==> src/rtl/core/downmix_linear_resampler_macros.svh <==
// assertion macros shared by the resampler modules
`ifndef DOWNMIX_LINEAR_RESAMPLER_MACROS_SVH
`define DOWNMIX_LINEAR_RESAMPLER_MACROS_SVH

// same-cycle implication, disabled in reset
`define DLR_ASSERT_NOW(lbl, ante, cons, msg) \
  lbl: assert property (@(posedge clk) disable iff (!rst_n) (ante) |-> (cons)) \
    else $error(msg);

// next-cycle implication, disabled in reset
`define DLR_ASSERT_NEXT(lbl, ante, cons, msg) \
  lbl: assert property (@(posedge clk) disable iff (!rst_n) (ante) |=> (cons)) \
    else $error(msg);

`endif

==> src/rtl/core/dlr_pkg.sv <==
// shared constants and control types for the downmix linear resampler
package dlr_pkg;

  localparam int DATA_W          = 16;
  localparam int RATE_W          = 16;
  localparam int MAX_OUT         = 6;
  localparam int OUTPUT_RATE_DEF = 44100;
  localparam int FRAC_BITS_DEF   = 16;
  localparam int RESET_RATE      = 44100;

  typedef struct packed {
    logic cap;
    logic pass_load;
    logic mul;
    logic last;
    logic emit;
    logic skip;
    logic fin;
  } dp_cmd_t;

  typedef struct packed {
    logic phase_ge_one;
    logic next_ge_one;
    logic slot_free;
    logic last_pend;
  } dp_stat_t;

endpackage

==> src/rtl/core/dlr_ifs.sv <==
// valid/ready channel interfaces for the input and result items
interface dlr_in_if;
  logic                              valid;
  logic                              ready;
  logic signed [dlr_pkg::DATA_W-1:0] left_sample;
  logic signed [dlr_pkg::DATA_W-1:0] right_sample;
  logic                              is_stereo;

  modport source (output valid, left_sample, right_sample, is_stereo, input ready);
  modport sink (input valid, left_sample, right_sample, is_stereo, output ready);
endinterface

interface dlr_out_if;
  logic                              valid;
  logic                              ready;
  logic signed [dlr_pkg::DATA_W-1:0] out_sample;
  logic                              last;

  modport source (output valid, out_sample, last, input ready);
  modport sink (input valid, out_sample, last, output ready);
endinterface

==> src/rtl/core/dlr_step_div.sv <==
// source rate register and reciprocal multiply for the phase step
`include "downmix_linear_resampler_macros.svh"

module dlr_step_div #(
  parameter int OUTPUT_RATE = dlr_pkg::OUTPUT_RATE_DEF,
  parameter int FRAC_BITS   = dlr_pkg::FRAC_BITS_DEF,
  parameter int STEP_W      = dlr_pkg::FRAC_BITS_DEF + 4
) (
  input  logic                       clk,
  input  logic                       rst_n,
  input  logic                       cfg_wr_en,
  input  logic [dlr_pkg::RATE_W-1:0] cfg_wr_data,
  output logic                       busy,
  output logic [STEP_W-1:0]          step,
  output logic                       passthrough
);

  // reciprocal of the output rate, scaled so that every 16-bit rate divides exactly
  localparam int RECIP_SH = dlr_pkg::RATE_W + $clog2(OUTPUT_RATE);
  localparam longint unsigned RECIP =
    ((64'd1 << (FRAC_BITS + RECIP_SH)) + 64'(OUTPUT_RATE) - 64'd1) / 64'(OUTPUT_RATE);
  localparam int RECIP_W = FRAC_BITS + RECIP_SH - $clog2(OUTPUT_RATE) + 2;
  localparam int PROD_W  = dlr_pkg::RATE_W + RECIP_W;
  localparam logic [RECIP_W-1:0] RECIP_C = RECIP_W'(RECIP);

  logic [dlr_pkg::RATE_W-1:0] rate_r;
  logic                       busy_r;
  logic [STEP_W-1:0]          step_r;

  logic [PROD_W-1:0] prod;
  logic [PROD_W-1:0] quo;
  logic [STEP_W-1:0] step_nxt;

  always_comb begin
    prod     = {{RECIP_W{1'b0}}, rate_r} * {{dlr_pkg::RATE_W{1'b0}}, RECIP_C};
    quo      = prod >> RECIP_SH;
    // a step that rounds to nothing still moves the phase
    step_nxt = (quo == '0) ? STEP_W'(1) : STEP_W'(quo);
  end

  always_ff @(posedge clk) begin
    if (!rst_n) begin
      busy_r <= 1'b1;
      rate_r <= dlr_pkg::RATE_W'(dlr_pkg::RESET_RATE);
      step_r <= STEP_W'(1);
    end else if (cfg_wr_en) begin
      busy_r <= 1'b1;
      rate_r <= cfg_wr_data;
    end else if (busy_r) begin
      busy_r <= 1'b0;
      step_r <= step_nxt;
    end
  end

  assign busy        = busy_r;
  assign step        = step_r;
  assign passthrough = (rate_r == '0) || (32'(rate_r) == 32'(OUTPUT_RATE));

  `DLR_ASSERT_NOW(a_step_nonzero, !busy_r, step_r != '0, "phase step is zero after division")

endmodule

==> src/rtl/core/dlr_datapath.sv <==
// downmix, phase accumulator, interpolation multiplier and output register
module dlr_datapath #(
  parameter int FRAC_BITS = dlr_pkg::FRAC_BITS_DEF,
  parameter int STEP_W    = dlr_pkg::FRAC_BITS_DEF + 4
) (
  input  logic                              clk,
  input  logic                              rst_n,
  input  dlr_pkg::dp_cmd_t                  cmd,
  input  logic [STEP_W-1:0]                 step,
  input  logic signed [dlr_pkg::DATA_W-1:0] left_sample,
  input  logic signed [dlr_pkg::DATA_W-1:0] right_sample,
  input  logic                              is_stereo,
  output dlr_pkg::dp_stat_t                 stat,
  dlr_out_if.source                         out_if
);

  localparam int DW     = dlr_pkg::DATA_W;
  localparam int PH_W   = STEP_W + 1;
  localparam int PROD_W = DW + FRAC_BITS + 2;
  localparam logic [PH_W-1:0] ONE = PH_W'(1) << FRAC_BITS;

  logic signed [DW-1:0]     cur_r;
  logic signed [DW-1:0]     prev_r;
  logic [PH_W-1:0]          phase_r;
  logic signed [PROD_W-1:0] prod_r;
  logic                     last_pend_r;
  logic                     out_valid_r;
  logic [DW-1:0]            out_sample_r;
  logic                     out_last_r;

  logic signed [DW:0]        sum;
  logic signed [DW:0]        sum_adj;
  logic signed [DW:0]        half;
  logic signed [DW-1:0]      mono;
  logic [PH_W-1:0]           phase_sum;
  logic signed [DW:0]        diff;
  logic signed [FRAC_BITS:0] frac;
  logic signed [PROD_W-1:0]  prod_sh;
  logic [DW-1:0]             interp;

  always_comb begin
    sum     = {left_sample[DW-1], left_sample} + {right_sample[DW-1], right_sample};
    // round toward zero: odd negative sums move up by one before the halving
    sum_adj = sum + {{DW{1'b0}}, sum[DW] & sum[0]};
    half    = sum_adj >>> 1;
    mono    = is_stereo ? half[DW-1:0] : left_sample;

    phase_sum = phase_r + PH_W'(step);
    diff      = {cur_r[DW-1], cur_r} - {prev_r[DW-1], prev_r};
    frac      = {1'b0, phase_r[FRAC_BITS-1:0]};
    prod_sh   = prod_r >>> FRAC_BITS;
    interp    = prev_r + prod_sh[DW-1:0];
  end

  always_ff @(posedge clk) begin
    if (!rst_n) begin
      phase_r     <= '0;
      prev_r      <= '0;
      out_valid_r <= 1'b0;
    end else begin
      if (cmd.mul || cmd.skip) begin
        phase_r <= phase_sum;
      end else if (cmd.fin) begin
        phase_r <= phase_r - ONE;
      end
      if (cmd.fin || cmd.pass_load) begin
        prev_r <= cur_r;
      end
      if (cmd.emit || cmd.pass_load) begin
        out_valid_r <= 1'b1;
      end else if (out_if.ready) begin
        out_valid_r <= 1'b0;
      end
    end
  end

  always_ff @(posedge clk) begin
    if (cmd.cap) begin
      cur_r <= mono;
    end
    if (cmd.mul) begin
      prod_r      <= diff * frac;
      last_pend_r <= cmd.last;
    end
    if (cmd.pass_load) begin
      out_sample_r <= cur_r;
      out_last_r   <= 1'b1;
    end else if (cmd.emit) begin
      out_sample_r <= interp;
      out_last_r   <= last_pend_r;
    end
  end

  always_comb begin
    stat.phase_ge_one = (phase_r >= ONE);
    stat.next_ge_one  = (phase_sum >= ONE);
    stat.slot_free    = !out_valid_r || out_if.ready;
    stat.last_pend    = last_pend_r;
  end

  assign out_if.valid      = out_valid_r;
  assign out_if.out_sample = out_sample_r;
  assign out_if.last       = out_last_r;

endmodule

==> src/rtl/core/dlr_ctrl.sv <==
// sequencing state machine: capture, product, emit and phase wrap per item, or capture and passthrough load
`include "downmix_linear_resampler_macros.svh"

module dlr_ctrl (
  input  logic              clk,
  input  logic              rst_n,
  input  logic              in_valid,
  output logic              in_ready,
  input  logic              step_busy,
  input  logic              passthrough,
  input  dlr_pkg::dp_stat_t stat,
  output dlr_pkg::dp_cmd_t  cmd
);

  localparam int CW = $clog2(dlr_pkg::MAX_OUT + 1);

  localparam logic [2:0] ST_IDLE = 3'd0;
  localparam logic [2:0] ST_PASS = 3'd1;
  localparam logic [2:0] ST_MUL  = 3'd2;
  localparam logic [2:0] ST_EMIT = 3'd3;
  localparam logic [2:0] ST_FIN  = 3'd4;

  logic [2:0]    state_r;
  logic [2:0]    state_nxt;
  logic [CW-1:0] cnt_r;
  logic [CW-1:0] cnt_nxt;
  logic          in_acc;
  logic          cap_last;

  // result count reaching the limit also closes the burst
  assign cap_last = (cnt_r == CW'(dlr_pkg::MAX_OUT - 1)) || stat.next_ge_one;
  assign in_acc   = in_valid && in_ready;

  always_comb begin
    state_nxt = state_r;
    cnt_nxt   = cnt_r;
    cmd       = '0;
    in_ready  = 1'b0;
    unique case (state_r)
      ST_IDLE: begin
        in_ready = !step_busy;
        if (in_valid && !step_busy) begin
          cmd.cap   = 1'b1;
          cnt_nxt   = '0;
          state_nxt = passthrough ? ST_PASS : ST_MUL;
        end
      end
      ST_PASS: begin
        if (stat.slot_free) begin
          cmd.pass_load = 1'b1;
          state_nxt     = ST_IDLE;
        end
      end
      ST_MUL: begin
        if (stat.phase_ge_one) begin
          state_nxt = ST_FIN;
        end else begin
          cmd.mul   = 1'b1;
          cmd.last  = cap_last;
          cnt_nxt   = cnt_r + CW'(1);
          state_nxt = ST_EMIT;
        end
      end
      ST_EMIT: begin
        if (stat.slot_free) begin
          cmd.emit = 1'b1;
          if (stat.last_pend) begin
            state_nxt = ST_FIN;
          end else begin
            // next product overlaps the load of this result
            cmd.mul  = 1'b1;
            cmd.last = cap_last;
            cnt_nxt  = cnt_r + CW'(1);
          end
        end
      end
      ST_FIN: begin
        if (!stat.phase_ge_one) begin
          cmd.skip = 1'b1;
        end else begin
          cmd.fin   = 1'b1;
          state_nxt = ST_IDLE;
        end
      end
      default: begin
        state_nxt = ST_IDLE;
      end
    endcase
  end

  always_ff @(posedge clk) begin
    if (!rst_n) begin
      state_r <= ST_IDLE;
      cnt_r   <= '0;
    end else begin
      state_r <= state_nxt;
      cnt_r   <= cnt_nxt;
    end
  end

  `DLR_ASSERT_NOW(a_emit_count, state_r == ST_EMIT, (cnt_r != '0) && (cnt_r <= CW'(dlr_pkg::MAX_OUT)), "result count out of range while emitting")
  `DLR_ASSERT_NEXT(a_pass_route, in_acc && passthrough, state_r == ST_PASS, "passthrough item not routed to pass state")
  `DLR_ASSERT_NEXT(a_last_closes, (state_r == ST_EMIT) && stat.slot_free && stat.last_pend, state_r == ST_FIN, "last result did not close the burst")

endmodule

==> src/rtl/core/downmix_linear_resampler.sv <==
// per item: capture, product, then each result loads the output register when the slot is free,
// overlapped with the next product, and a phase wrap; a new item is taken only back in idle
// an item past six results walks the phase over the skipped steps; passthrough is capture and load
// the phase step comes from a reciprocal multiply, registered after reset and every rate write
// in_ready stays low while it runs; reset gives rate 44100, phase and previous sample zero
module downmix_linear_resampler #(
  parameter int OUTPUT_RATE = dlr_pkg::OUTPUT_RATE_DEF,
  parameter int FRAC_BITS   = dlr_pkg::FRAC_BITS_DEF
) (
  input  logic                       clk,
  input  logic                       rst_n,
  dlr_in_if.sink                     in_if,
  dlr_out_if.source                  out_if,
  input  logic                       cfg_wr_en,
  input  logic [dlr_pkg::RATE_W-1:0] cfg_wr_data
);

  localparam int STEP_W = FRAC_BITS + 4;

  logic              step_busy;
  logic [STEP_W-1:0] step;
  logic              passthrough;
  logic              in_ready;
  dlr_pkg::dp_cmd_t  cmd;
  dlr_pkg::dp_stat_t stat;

  assign in_if.ready = in_ready;

  dlr_step_div #(
    .OUTPUT_RATE (OUTPUT_RATE),
    .FRAC_BITS   (FRAC_BITS),
    .STEP_W      (STEP_W)
  ) u_step_div (
    .clk         (clk),
    .rst_n       (rst_n),
    .cfg_wr_en   (cfg_wr_en),
    .cfg_wr_data (cfg_wr_data),
    .busy        (step_busy),
    .step        (step),
    .passthrough (passthrough)
  );

  dlr_ctrl u_ctrl (
    .clk         (clk),
    .rst_n       (rst_n),
    .in_valid    (in_if.valid),
    .in_ready    (in_ready),
    .step_busy   (step_busy),
    .passthrough (passthrough),
    .stat        (stat),
    .cmd         (cmd)
  );

  dlr_datapath #(
    .FRAC_BITS (FRAC_BITS),
    .STEP_W    (STEP_W)
  ) u_datapath (
    .clk          (clk),
    .rst_n        (rst_n),
    .cmd          (cmd),
    .step         (step),
    .left_sample  (in_if.left_sample),
    .right_sample (in_if.right_sample),
    .is_stereo    (in_if.is_stereo),
    .stat         (stat),
    .out_if       (out_if)
  );

endmodule

==> src/flat_wrapper.sv <==
// flat-port wrapper written by rule: the top's interface ports become plain ports
module downmix_linear_resampler_flat 
#(
  parameter int OUTPUT_RATE = dlr_pkg::OUTPUT_RATE_DEF,
  parameter int FRAC_BITS   = dlr_pkg::FRAC_BITS_DEF
)
  (clk, rst_n, cfg_wr_en, cfg_wr_data, in_if_valid, in_if_left_sample, in_if_right_sample, in_if_is_stereo, in_if_ready, out_if_valid, out_if_out_sample, out_if_last, out_if_ready);
  dlr_in_if in_if_i ();
  dlr_out_if out_if_i ();
  input  logic clk;
  input  logic rst_n;
  input  logic cfg_wr_en;
  input  logic [dlr_pkg::RATE_W-1:0] cfg_wr_data;
  input wire logic [$bits(in_if_i.valid)-1:0] in_if_valid;
  input wire logic [$bits(in_if_i.left_sample)-1:0] in_if_left_sample;
  input wire logic [$bits(in_if_i.right_sample)-1:0] in_if_right_sample;
  input wire logic [$bits(in_if_i.is_stereo)-1:0] in_if_is_stereo;
  output wire logic [$bits(in_if_i.ready)-1:0] in_if_ready;
  output wire logic [$bits(out_if_i.valid)-1:0] out_if_valid;
  output wire logic [$bits(out_if_i.out_sample)-1:0] out_if_out_sample;
  output wire logic [$bits(out_if_i.last)-1:0] out_if_last;
  input wire logic [$bits(out_if_i.ready)-1:0] out_if_ready;
  assign in_if_i.valid = in_if_valid;
  assign in_if_i.left_sample = in_if_left_sample;
  assign in_if_i.right_sample = in_if_right_sample;
  assign in_if_i.is_stereo = in_if_is_stereo;
  assign in_if_ready = in_if_i.ready;
  assign out_if_valid = out_if_i.valid;
  assign out_if_out_sample = out_if_i.out_sample;
  assign out_if_last = out_if_i.last;
  assign out_if_i.ready = out_if_ready;
  downmix_linear_resampler #(.OUTPUT_RATE(OUTPUT_RATE), .FRAC_BITS(FRAC_BITS)) u_core (.clk(clk), .rst_n(rst_n), .in_if(in_if_i), .out_if(out_if_i), .cfg_wr_en(cfg_wr_en), .cfg_wr_data(cfg_wr_data));
endmodule
==> config.mk <==
export PLATFORM = sky130hd
export DESIGN_NAME = downmix_linear_resampler_flat
export DESIGN_NICKNAME = d
export VERILOG_FILES = /design/src/rtl/core/dlr_pkg.sv /design/src/rtl/core/dlr_ifs.sv /design/src/rtl/core/dlr_step_div.sv /design/src/rtl/core/dlr_datapath.sv /design/src/rtl/core/dlr_ctrl.sv /design/src/rtl/core/downmix_linear_resampler.sv /design/src/flat_wrapper.sv
export VERILOG_INCLUDE_DIRS = /design/src /design/src/rtl/core
export SDC_FILE = /design/constraint.sdc
export NUM_CORES = 2
export LEC_CHECK = 0
export BUFFER_PORTS_ARGS = -buffer_cell sky130_fd_sc_hd__clkbuf_2
export CAP_MARGIN = 0
export CORE_ASPECT_RATIO = 0.5
export CORE_MARGIN = 5
export CORE_UTILIZATION = 55
export DETAILED_ROUTE_END_ITERATION = 16
export GPL_ROUTABILITY_DRIVEN = 0
export HOLD_SLACK_MARGIN = 0.05
export PLACE_DENSITY = 0.72
export SYNTH_ARGS = -nofsm -noshare
export SYNTH_HDL_FRONTEND = slang
export SYNTH_SLANG_ARGS = --single-unit
==> constraint.sdc <==
create_clock -name clk -period 11.15 [get_ports clk]
set_input_delay 1.115 -clock clk [delete_from_list [all_inputs] [get_ports clk]]
set_output_delay 1.115 -clock clk [all_outputs]
set_load 0.05 [all_outputs]
==> impl_metrics.yaml <==
floorplanning:
  die_w_um: 326
  die_area_mm2: 0.0548
  start_util_pct: 56.1
  num_io_pins: 73
  fp.coreArea_mm2: 0.0490
  row_count: 57
  die_y_um: 168
global_route:
  gr-total-overflow: 0
  grt_use_total_pct: 26.4
  busiest_layer: "met2"
  grt_pass1_wl_mm: 116
  antenna_found_initial: 1
  met3_usage_pct: 3.71
  grt_start_max_net_pins: 40
  met2_usage_pct: 44.9
  first_global_vias: 22135
  grtUsageMet1_pct: 34.5
synth:
  synth_top_cell_area_share_pct: 32.1
  synth_cell_types: 89
  ys_seq_area_share_pct: 11.1
  syn_area_mm2: 0.0275
  yosys_register_bits: 128
  yosys-top-cells-area: "fa_1, ha_1, inv_1"
  synth_nets: 3954
  ys.flop_type: "dfxtp_1"
  syn-mean-instance-area_um2: 8.78
  async_flop_share_pct: 0
  synth-warning-count: 0
  yosysTopAreaCell: "fa_1"
  synthCells: 3130
  synth_edf_count: 49
drt:
  drt-total-wl_mm: 71.3
  vias: 21548
  ant_nets: 0
  drc_errors: 0
  firstDrtPassIters: 6
  wl_per_cell_um: 18.7
  vias_per_cell: 5.65
  drt_iter0_drc: 1433
sta:
  fin_crit_ps: 9070
  hold_viol: 0
  post-route-period-util_pct: 81.4
  setup_tns_ps: 0
  worst_slew_pin_slew_ps: 1040
  clock_skew_ps: 20.3
  hold_slack_ps: 474
  relSlewSlack_pct: 30.5
  grt_setup_unrepaired: "no"
  setup_viol: 0
  max_clock_freq_mhz: 110
  drv_slew: 0
power_and_ir_drop:
  switching_share_pct: 56.0
  seqPwrFrac_pct: 8.8
  vdd_drop_max_uv: 283
  p_switching_mw: 4.55
  power.density_mw_per_mm2: 279
  totalPowerFinal_mw: 8.14
  pwr-share-clk_pct: 7.4
  combPwrFrac_pct: 83.7
  p_int_mw: 3.58
  p_leak_nw: 14.7
clock_network:
  clk_pin_slew_worst_paths_ps: 60
  clk_latency_ps: 450
  cts_tree: "yes"
  cts-root-buf: "clkbuf_16"
  cts_setup_buffers: 0
  htreeDepth: 4
  cts_buffer_depth: 2
  clock-sinks: 128
  cts_buffers: 17
  cts_resized: 0
  ctsHoldBuffers: 0
min_path:
  min_from: "u_core.u_step_div.step[11]"
  hold_depth: 2
  min_to: "u_core.u_step_div.step[11]"
  hp-class: "flip-flop to flip-flop"
critical_path:
  crit_path_max_incr_delay_ps: 680
  cpMostUsedCell: "fa_1"
  crit_path_end_kind: "flip-flop"
  slowest_stage: "and3_1"
  cp_data_arrival_time_ps: 9260
  critPathLaunchType: "flip-flop"
  r2r-end: "u_core.u_datapath.prod_r[31]"
  crit_type: "flip-flop to flip-flop"
  rr_startpoint: "u_core.u_datapath.prev_r[1]"
  cp-startpoint: "u_core.u_datapath.prev_r[1]"
  rrSetupSlack_ps: 2080
  crit_fanout: 18
  required_ps: 11330
  r2r_cells: 30
final_layout:
  layout_common_cells: "inv_1, fa_1, ha_1"
  final_common_cell: "inv_1"
  nets: 3976
  area_growth_pct: 6.09
  final_area_mm2: 0.0292
  drive_gt1_share_pct: 6.22
flow_run:
  cap_violations: 0
placement:
  dp_hpwl_mm: 58.0
  port_buffers: 72
  place_area_mm2: 0.0285
outcome:
  status: "finished, final reports clean"
## power groups by stage
| stage | Combinational [mW] | Sequential, mW | Clock [mW] |
|---|---|---|---|
| final | 6.81 | 0.720 | 0.606 |
| after global routing | 7.68 | 0.727 | 0.640 |
| after floorplan | 5.10 | 0.679 | 0 |
| after detailed placement | 6.70 | 0.723 | 0 |
| after CTS | 6.75 | 0.716 | 0.613 |
| after global placement | 6.57 | 0.724 | 0 |
## worst max-delay path by stage
stage                              endpoint  slack (ps)  cells past startpoint
2_1_floorplan  u_core.u_datapath.prod_r[31]        3100                     32
3_3_place_gp   u_core.u_datapath.prod_r[31]        2490                     31
3_5_place_dp   u_core.u_datapath.prod_r[31]        2250                     30
4_1_cts        u_core.u_datapath.prod_r[31]        2160                     30
5_1_grt        u_core.u_datapath.prod_r[31]        1530                     31
6_report       u_core.u_datapath.prod_r[31]        2080                     30
## per-stage QoR
stage	cells	utilization [%]	setup WS, ps
CTS	3814	59.5	2160
detailed placement	3782	58.2	2250
floorplan	3130	-	3100
finish	3817	59.5	2080
global route	3815	59.5	1530
global placement	3782	58.2	2490
## worst max-delay path, delay by kind of cell, from the launching register on
family	cells	cell delay (ps)
compound gates	9	1850
fa+ha+maj	8	3720
xor+xnor	1	160
simple gates	7	2330
buf+inv	5	340
flops	1	430
## cells by family (layout without fill, tap and decap cells)
logic type	count (synthesis)	count (layout)	synth area share (%)
other	0	3	0
AO/OA/AOI/OAI	449	449	10.8
AND/OR/NAND/NOR	820	820	14.8
adder cells (fa/ha/maj)	770	770	47.1
XOR/XNOR	113	113	3.63
multiplexers	37	37	1.37
buffers and inverters	813	848	11.2
flip-flops	128	128	11.1
## synth_stat cells, drive strengths merged (16+ instances only)
library cell and count:
a211oi 24, a21o 29, a21oi 145, and2 108
and3 25, clkbuf 88, dfxtp 79, edfxtp 49
fa 441, ha 329, inv 710, mux2i 31
nand2 263, nand2b 27, nand3 70, nor2 146
nor2b 49, nor3 46, o211ai 37, o21ai 89
or2 16, xnor2 78, xor2 35
## metal layers
layer | vias to the layer above | wire length (um)
met5 | - | 0
met4 | 0 | 3030
met3 | 167 | 4290
met2 | 699 | 33900
met1 | 10650 | 30000
li1 | 10032 | -
## sequential cells by signal (all words and copies together), names as in the netlist, 3 cells and up
| register | count |
|---|---|
| u_core.u_datapath.phase_r | 21 |
| u_core.u_step_div.step | 17 |
| u_core.u_datapath.cur_r | 16 |
| u_core.u_datapath.out_if.out_sample | 16 |
| u_core.u_datapath.prev_r | 16 |
| u_core.u_datapath.prod_r | 16 |
| u_core.u_step_div.rate_r | 16 |
| u_core.u_ctrl.cnt_r | 3 |
| u_core.u_ctrl.state_r | 3 |
## layout make-up
class	count	area [um2]
Multi-Input combinational cell	2189	21400
Fill cell	4232	19800
Inverter	710	2670
Antenna cell	3	7.51
Clock buffer	19	433
Tap cell	649	812
Sequential cell	128	3050
Timing Repair Buffer	106	616
Clock inverter	13	178
Power figures use the tool's default switching activity.
